`src/rtl/dotcq_pkg.sv`:
```
// dotcq_pkg: shared constants and types for the timer callout queue
// depends on nothing; used by dotcq_cell and the top level
package dotcq_pkg;

    localparam int ENTRIES = 16;
    localparam int IDX_W   = $clog2(ENTRIES);
    localparam int CNT_W   = $clog2(ENTRIES + 1);
    localparam int TIME_W  = 48;
    localparam int PER_W   = 32;
    localparam int ID_W    = 4;
    localparam int STEP_W  = 16;

    localparam logic [1:0] MODE_TICK   = 2'd0;
    localparam logic [1:0] MODE_AT     = 2'd1;
    localparam logic [1:0] MODE_AFTER  = 2'd2;
    localparam logic [1:0] MODE_CANCEL = 2'd3;

    typedef struct packed {
        logic [ID_W-1:0]   id;
        logic [TIME_W-1:0] deadline;
        logic [PER_W-1:0]  period;
        logic              pending;
    } t_entry;

    typedef struct packed {
        logic shift;
        logic load;
        logic mark;
    } t_ctl;

endpackage

```
`src/rtl/dotcq_cell.sv`:
```
// dotcq_cell: one slot of the insertion-ordered entry chain
// depends on dotcq_pkg; takes its right neighbor on a shift, a new entry on a load
module dotcq_cell (
    input  logic                          i_clk,
    input  logic                          i_rst_n,
    input  dotcq_pkg::t_ctl               i_ctl,
    input  dotcq_pkg::t_entry             i_next,
    input  dotcq_pkg::t_entry             i_new,
    input  logic [dotcq_pkg::TIME_W-1:0]  i_time,
    output dotcq_pkg::t_entry             o_ent,
    output logic [dotcq_pkg::TIME_W-1:0]  o_dist,
    output logic                          o_due
);
    import dotcq_pkg::*;

    t_entry r_ent;

    assign o_ent  = r_ent;
    assign o_dist = i_time - r_ent.deadline;
    assign o_due  = ~o_dist[TIME_W-1];

    always_ff @(posedge i_clk) begin
        if (i_ctl.load) begin
            r_ent.id       <= i_new.id;
            r_ent.deadline <= i_new.deadline;
            r_ent.period   <= i_new.period;
        end else if (i_ctl.shift) begin
            r_ent.id       <= i_next.id;
            r_ent.deadline <= i_next.deadline;
            r_ent.period   <= i_next.period;
        end
        if (!i_rst_n) begin
            r_ent.pending <= 1'b0;
        end else if (i_ctl.load) begin
            r_ent.pending <= 1'b0;
        end else if (i_ctl.shift) begin
            r_ent.pending <= i_next.pending;
        end else if (i_ctl.mark) begin
            r_ent.pending <= o_due;
        end
    end

endmodule

```
`config.mk`:
```
export PLATFORM = sky130hd
export DESIGN_NAME = dotcq_cell
export DESIGN_NICKNAME = d
export VERILOG_FILES = /design/src/rtl/dotcq_pkg.sv /design/src/rtl/dotcq_cell.sv
export SDC_FILE = /design/constraint.sdc
export NUM_CORES = 1
export LEC_CHECK = 0
export BUFFER_PORTS_ARGS = -buffer_cell sky130_fd_sc_hd__buf_2
export CAP_MARGIN = 15
export CORE_AREA = 2 2 137 139
export CTS_CLUSTER_SIZE = 25
export DETAILED_ROUTE_END_ITERATION = 12
export DIE_AREA = 0 0 139 141
export HOLD_SLACK_MARGIN = 0.15
export PLACE_DENSITY = 0.67
export SLEW_MARGIN = 20
export SYNTH_ARGS = -nofsm -noshare
export SYNTH_HDL_FRONTEND = slang
export SYNTH_SLANG_ARGS = --single-unit
```
`constraint.sdc`:
```
create_clock -name i_clk -period 8 [get_ports i_clk]
set_input_delay 1.6 -clock i_clk [delete_from_list [all_inputs] [get_ports i_clk]]
set_output_delay 1.6 -clock i_clk [all_outputs]
set_load 0.05 [all_outputs]
```
Word level (Yosys, flattened, before mapping)
Index checks and enable logic that the tools add are counted.
Widths: inputs -> output; s select.
Cells by class
  add/subtract/negate cells: 1
  multiply operators: 0
  div/mod/pow operators: 0
  $lt $le $gt $ge: 0
  equal/unequal tests: 0
  shifts and indexed selects: 0
  mux-type cells: 4
  bitwise logic cells: 2
  reduce and logical (&&, ||, !) cells: 3
Operator list (count)
  $mux 84: 2
  $sub 48x48->48: 1
  $reduce_bool 2->1: 2
  $mux 1: 2
  $not 1->1: 2
  $reduce_or 2->1: 1
Storage, ports and cells
  register bits: 85
  bits in latches: 0
  bits in writable memories: 0
  ROM bits: 0
  bits of input ports: 223
  logic and storage cells: 14
  memories kept: 0

Depth between registers and ports, before layout
Gate-level depths: netlist of the first run.
  depth in word-level cells: 4
  gate-level depth with buffers: 11
  mapped depth without buffers: 11

Least setup slack after synthesis of the first run
Ideal clock, no wire load.
  kind: input -> output
  start: input port i_time[14] (netlist name)
  end: output port o_due
  arrival time: 4572 ps
  required time: 6400 ps
  path slack: 1828 ps
  stages: 9
  cell sequence: ha_1 -> a21oi_2 -> o21ai_0 -> a2111oi_0 -> o2111ai_1 -> a21oi_2 -> o41ai_2 -> xnor2_1 -> inv_1
Between the ends
  word-level cells in the longest chain between the ends: 2
Ends and longest elaborated chain
  start, declared: line dotcq_cell.sv:9  | input logic [dotcq_pkg::TIME_W-1:0] i_time,
  $sub 48x48->48: line dotcq_cell.sv:19  | assign o_dist = i_time - r_ent.deadline;
  named net o_dist, one bit: line dotcq_cell.sv:11  | output logic [dotcq_pkg::TIME_W-1:0] o_dist,
  $not 1->1: line dotcq_cell.sv:20  | assign o_due = ~o_dist[TIME_W-1];
  end, declared: line dotcq_cell.sv:12  | output logic o_due
The timed path passes the listed nets, and every way through them passes these cells.

Worst setup path in the final report of the first run
  start: input port i_time[0] (netlist name)
  end: output port o_dist[40] (netlist name)
Between the ends
  word-level cells in the longest chain between the ends: 1
Ends and longest elaborated chain (line)
  $sub 48x48->48: dotcq_cell.sv:19
  end, declared: dotcq_cell.sv:11
Every way passes these cells.

==> results of run 1 <==
-- metal layers --
metal	track usage	routed length, µm
met5	0	0
met4	0.0696	386
met3	0.0414	1240
met2	0.353	10700
met1	0.274	9470
-- critical path, cell delays in order --
cell and delay, ns:
sky130_fd_sc_hd__buf_2 0.09, sky130_fd_sc_hd__inv_1 0.04, sky130_fd_sc_hd__ha_1 0.21, sky130_fd_sc_hd__fa_1 0.42, sky130_fd_sc_hd__nor2b_1 0.17, sky130_fd_sc_hd__o31a_1 0.26
sky130_fd_sc_hd__a21oi_1 0.15, sky130_fd_sc_hd__o31ai_1 0.40, sky130_fd_sc_hd__a2111oi_0 0.21, sky130_fd_sc_hd__a211oi_1 0.53, sky130_fd_sc_hd__a41oi_1 0.21, sky130_fd_sc_hd__xnor2_1 0.16
sky130_fd_sc_hd__buf_2 0.28
-- worst max-delay path by stage --
stage / startpoint / end / slack (ns) / cells past startpoint
2_1_floorplan: i_time[14] / o_due / 1.83 / 9
3_3_place_gp: i_time[0] / o_dist[40] / 1.73 / 13
3_5_place_dp: i_time[0] / o_dist[40] / 1.70 / 13
4_1_cts: i_time[0] / o_dist[40] / 1.68 / 13
5_1_grt: i_time[0] / o_dist[36] / 1.60 / 13
6_report: i_time[0] / o_dist[40] / 1.66 / 13
-- kinds of logic after synthesis --
kind of cell / Yosys count
XOR/XNOR: 45
multiplexers: 85
AND/OR/NAND/NOR: 132
buffers and inverters: 76
adder cells (fa/ha/maj): 48
flip-flops: 85
AO/OA/AOI/OAI: 159
-- cells in the mapped netlist, types with 3 or more instances --
cell type | n | area, µm²
sky130_fd_sc_hd__a211oi_1 | 5 | 37.5
sky130_fd_sc_hd__a21o_1 | 15 | 113
sky130_fd_sc_hd__a21oi_1 | 55 | 275
sky130_fd_sc_hd__a31oi_1 | 6 | 37.5
sky130_fd_sc_hd__a41oi_1 | 4 | 35.0
sky130_fd_sc_hd__and2_1 | 4 | 25.0
sky130_fd_sc_hd__and3_1 | 7 | 43.8
sky130_fd_sc_hd__buf_1 | 4 | 15.0
sky130_fd_sc_hd__clkbuf_1 | 10 | 37.5
sky130_fd_sc_hd__edfxtp_1 | 84 | 2520
sky130_fd_sc_hd__ha_1 | 47 | 588
sky130_fd_sc_hd__inv_1 | 60 | 225
sky130_fd_sc_hd__mux2_2 | 85 | 957
sky130_fd_sc_hd__nand2_1 | 42 | 158
sky130_fd_sc_hd__nand2b_1 | 5 | 31.3
sky130_fd_sc_hd__nand3_1 | 10 | 50.1
sky130_fd_sc_hd__nand3b_1 | 3 | 22.5
sky130_fd_sc_hd__nand4_1 | 7 | 43.8
sky130_fd_sc_hd__nor2_1 | 30 | 113
sky130_fd_sc_hd__nor2b_1 | 8 | 50.1
sky130_fd_sc_hd__nor3_1 | 7 | 35.0
sky130_fd_sc_hd__o211ai_1 | 6 | 45.0
sky130_fd_sc_hd__o21a_1 | 5 | 37.5
sky130_fd_sc_hd__o21ai_0 | 25 | 125
sky130_fd_sc_hd__o21ai_1 | 4 | 20.0
sky130_fd_sc_hd__o21bai_1 | 10 | 75.1
sky130_fd_sc_hd__xnor2_1 | 32 | 280
sky130_fd_sc_hd__xor2_1 | 13 | 114
-- layout make-up --
cell class / count / area [µm²] / area share
timing repair buffer: 357 / 1790 / 0.203
sequential: 85 / 2540 / 0.288
clock buffer: 9 / 225 / 0.0255
inverter: 60 / 225 / 0.0255
antenna: 2 / 5.00 / 0.000567
tap: 234 / 293 / 0.0331
multi-input combinational: 469 / 3670 / 0.416
clock inverter: 7 / 77.6 / 0.00878
-- per-stage QoR --
step	utilization	setup slack [ns]	instance area [µm²]	hold slack (ns)
finish	0.484	1.66	8830	0.678
global route	0.484	1.60	8830	0.761
CTS	0.483	1.68	8830	0.678
detailed placement	0.467	1.70	8530	0.665
global placement	0.467	1.73	8530	0.645
floorplan	-	1.83	6500	0.873
-- power groups by stage --
stage | logic [mW] | registers (mW) | clock network [mW]
floorplan | 0.688 | 0.749 | 0
global placement | 1.15 | 0.576 | 0
detailed placement | 1.15 | 0.579 | 0
CTS | 1.16 | 0.570 | 0.442
global route | 1.22 | 0.574 | 0.458
finish | 1.16 | 0.569 | 0.433
==> run summary, run 1 <==
Result of the run: completed
Aggregate negative setup slack: 0 ns
Clock latency on the worst-skew pair: 0.34 ns
Psw: 1.05 mW
Maximum number of pins on one net before global-route repair: 60
Global route overflow: 0
Flops & latches, synth: 85
Post-DRT Antenna Nets: 0
Sw frac: 0.485
Endpoint arrival time on the critical path: 4.74 ns
Setup violators final: 0
Number of top-level pins: 357
Final hold violation count: 0
Required @ worst endpoint: 6.40 ns
Post-Synth Adder-Cell Area: 0.0936
GRT Overall Usage: 0.211
Number of global-route vias before repair: 5988
Number of gates resized after CTS: 0
Worst Setup End Kind: primary output
Cell count after placement: 1205
TritonCTS clock tree: done
WL final: 21800 µm
Portion of total power attributed to sequential cells: 0.263
Number of core rows: 50
Number of nets in the synthesized netlist: 901
Clk sinks: 85
Largest fanout on the critical path: 4
Overall die width: 139 µm
Comb pwr share: 0.536
MaxCap Viol Count: 0
Initial antenna violation count: 2
Worst-case reg-to-reg path depth: 10
Least-Margin Pin Slew: 0.795 ns
Main combinational cell family by area after synthesis: compound AO/OA/AOI/OAI gates
Routed wirelength normalized by instance count: 17.8 µm
Synth Area in Compound Gates: 0.160
Post-synthesis instance area: 0.00650 mm²
Drt initial violations: 441
VDD IR max: 0.188 mV
Setup slack, reg-to-reg: 5.09 ns
Longest Clk Path Bufs: 2
Avg Synthesized Cell Area: 10.3 µm²
Internal power: 1.11 mW
H-Tree Level Count: 3
Max frequency: 158 MHz
Commonest non-fill, non-tap cells in the layout: sky130_fd_sc_hd__buf_2, sky130_fd_sc_hd__mux2_2, sky130_fd_sc_hd__edfxtp_1
Async set-reset flop share out of synthesis: 0
Depth of the worst hold-timing path: 3
Hold Path Origin: o_ent[0]$_SDFFE_PP0P_
Clock period minus worst slack: 6.34 ns
Clock root buffer: sky130_fd_sc_hd__clkbuf_16
Power consumption: 2.16 mW
Layout-stage area growth over the synthesis result: 35.9%
Hold crit path type: reg -> reg
Setup repair after global routing missed its margin: no
Filler cells: 1776
Clock power frac: 0.201
Endpoint, Worst Hold: o_ent[0]$_SDFFE_PP0P_
Pre-antenna DRT Iters: 5
Max FFs per register: 85
Starting density of the core: 0.356
Routability cong.: 0.904
Final routed DRC violation total: 0
Leakage: 4.21 nW
Fraction of the yosys area taken by sequential cells: 0.391
Most frequently used flop master after synthesis: sky130_fd_sc_hd__edfxtp_1
Worst relative slew slack: 0.470
Wire length of the first global-routing pass: 32000 µm
Net count of the finished layout: 1253
Fin crit share: 0.792
CP Launch Type: input pin
Die H: 141 µm
Number of synthesized flops with an enable pin: 84
Number of standard cells after synthesis: 630
Post-CTS Hold Buffers: 0
Number of buffers inserted to repair setup after CTS: 0
Kind of critical path: in -> out
Clk pin slew, worst setup/hold paths: 0.07 ns
Worst Clk Skew: 0.00720 ns
Synth Warn #: 0
Buffers added on ports: 355
Floorplan core area: 0.0183 mm²
DP HPWL: 18400 µm
Capturing point of the worst reg2reg path: o_ent[0]$_SDFFE_PP0P_
Xor and xnor fraction of the mapped netlist area: 0.0606
Post-Synth Simple-Gate Area: 0.103
Share of synthesized area spent on multiplexers: 0.147
Number of buffers created by CTS: 9
Unique cell type count in the Yosys netlist: 55
Worst flop-to-flop path startpoint: o_ent[59]$_DFFE_PP_
Power density of the placed cells: 244 mW/mm²
Share of post-route cells with drive strength above 1: 0.474
Die area: 0.0196 mm²
Non-filler cells in the finished layout: 1223
DR vias/cell: 5.09
Number of slew-limit violations in the final report: 0
Vias: 6226
Most common cell after layout, fill and taps aside: sky130_fd_sc_hd__buf_2
No activity file was read; power rests on OpenSTA's default activity.
==> run 2, diff against run 1 <==
clock period = 6.2 ns   (was 8 ns; I/O delays follow)
==> run 2 against run 1 <==
- register-to-register slack worse by 1.8 ns
- power rose by 29%
- combinational power grew 28%
- die area unchanged
- clock power increased by 28%
- final area about the same
- flip-flop and latch count unchanged
- wire length down 1.4%
- clock skew decreased by 0.0020 ns
- worst setup slack worse by 1.1 ns
- critical path type unchanged
- critical endpoint unchanged
- largest cell class unchanged
==> run summary, run 2 (synthesis results as in run 1) <==
CP Launch Type: input pin
Maximum number of pins on one net before global-route repair: 86
Most common cell after layout, fill and taps aside: sky130_fd_sc_hd__buf_2
VDD IR max: 0.158 mV
Max frequency: 178 MHz
Drt initial violations: 379
Pre-antenna DRT Iters: 5
Post-DRT Antenna Nets: 0
Floorplan core area: 0.0183 mm²
Global route overflow: 0
Longest Clk Path Bufs: 2
DP HPWL: 18200 µm
Clk sinks: 85
Max FFs per register: 85
Clock root buffer: sky130_fd_sc_hd__clkbuf_16
Finished Core Util: 0.484
Cells along the critical path: buf_2 > inv_1 > ha_1 > fa_1 > nor2b_1 > o31a_1 > a21oi_1 > o31ai_1 > a2111oi_0 > a211oi_1 > a41oi_1 > xnor2_1 > buf_2
MaxCap Viol Count: 0
Tightest hold margin: 0.683 ns
Filler cells: 1784
Worst relative slew slack: 0.302
Commonest non-fill, non-tap cells in the layout: sky130_fd_sc_hd__buf_2, sky130_fd_sc_hd__mux2_2, sky130_fd_sc_hd__edfxtp_1
Non-filler cells in the finished layout: 1223
Worst Clk Skew: 0.00520 ns
Final hold violation count: 0
WL final: 21500 µm
Clock period minus worst slack: 5.63 ns
Number of top-level pins: 357
Routed wirelength normalized by instance count: 17.6 µm
TritonCTS clock tree: done
Setup violators final: 0
Least-Margin Pin Slew: 1.05 ns
Starting density of the core: 0.356
Layout-stage area growth over the synthesis result: 36.0%
Clk pin slew, worst setup/hold paths: 0.06 ns
Worst-case reg-to-reg path depth: 10
Min setup slack post-route: 0.569 ns
Net count of the finished layout: 1253
Worst Setup End Kind: primary output
H-Tree Level Count: 3
Die area: 0.0196 mm²
Power density of the placed cells: 315 mW/mm²
Hold crit path type: reg -> reg
Buffers added on ports: 355
Initial antenna violation count: 2
Required @ worst endpoint: 4.96 ns
Share of post-route cells with drive strength above 1: 0.474
Fin crit share: 0.908
Wire length of the first global-routing pass: 31600 µm
Pre-CTS setup slack: 0.634 ns
Routability cong.: 0.896
Number of global-route vias before repair: 5969
Vias: 6171
Number of core rows: 50
Number of buffers inserted to repair setup after CTS: 0
Setup repair after global routing missed its margin: no
Die H: 141 µm
Kind of critical path: in -> out
Overall die width: 139 µm
Leakage: 4.21 nW
Endpoint arrival time on the critical path: 4.39 ns
Number of slew-limit violations in the final report: 0
Aggregate negative setup slack: 0 ns
Cell count after placement: 1205
Number of gates resized after CTS: 0
Largest fanout on the critical path: 4
Clock latency on the worst-skew pair: 0.34 ns
Final routed DRC violation total: 0
Result of the run: completed
GRT Overall Usage: 0.207
DR vias/cell: 5.05
Cell with the biggest individual delay on the critical path: sky130_fd_sc_hd__a211oi_1
Cell repeated most along the worst path: sky130_fd_sc_hd__buf_2
Depth of the worst hold-timing path: 3
Number of buffers created by CTS: 9
Largest stage delay, worst path: 0.53 ns
Post-CTS Hold Buffers: 0
## run 2: cell types whose count changed in the layout (fill, tap and decap cells not counted)
cell / change
sky130_fd_sc_hd__inv_8: +1
sky130_fd_sc_hd__inv_6: -2
sky130_fd_sc_hd__clkinv_4: +1
## run 2: layout make-up
class / instances / area [µm²] / share of cell area
Clock buffer: 9 / 225 / 0.0255
Sequential cell: 85 / 2540 / 0.288
Tap cell: 234 / 293 / 0.0331
Antenna cell: 2 / 5.00 / 0.000566
Timing Repair Buffer: 357 / 1790 / 0.203
Inverter: 60 / 225 / 0.0255
Multi-Input combinational cell: 469 / 3670 / 0.415
Clock inverter: 7 / 80.1 / 0.00906
## run 2: per-stage QoR
step                      power (mW)  cell area [µm²]
after global routing            2.90             8840
final                           2.78             8840
after global placement          2.23             8530
after floorplan                 1.85             6500
after detailed placement        2.23             8530
after CTS                       2.79             8830
## run 2: worst paths after layout
kind	from	end	slack (ns)
setup / recovery	i_time[0]	o_dist[40]	0.57
hold / removal	o_ent[0]$_SDFFE_PP0P_	o_ent[0]$_SDFFE_PP0P_	0.68
setup reg to reg	o_ent[59]$_DFFE_PP_	o_ent[0]$_SDFFE_PP0P_	3.31
hold reg to reg	o_ent[0]$_SDFFE_PP0P_	o_ent[0]$_SDFFE_PP0P_	0.68
## run 2: layer usage
layer,wire length [µm],GRT usage,vias to the layer above,part of all wire
li1,-,-,3039,-
met1,9260,0.266,2878,0.43
met2,10600,0.353,230,0.49
met3,1210,0.0414,24,0.056
met4,450,0.0627,0,0.021
met5,0,0,-,0
## run 2: report_power, final
group / total (mW) / switching, mW / internal (mW) / leakage, nW
clock network: 0.554 / 0.236 / 0.318 / 0.150
logic: 1.49 / 1.08 / 0.413 / 3.20
registers: 0.733 / 0.0270 / 0.706 / 0.864
## run 2: worst max-delay path: cells and delay by family
family	cells	cell delay, ns
and+or+nand+nor	1	0.17
AOI/OAI and AO/OA	6	1.80
adders and majority gates	2	0.63
buffers and inverters	3	0.40
xor gates and xnor gates	1	0.16
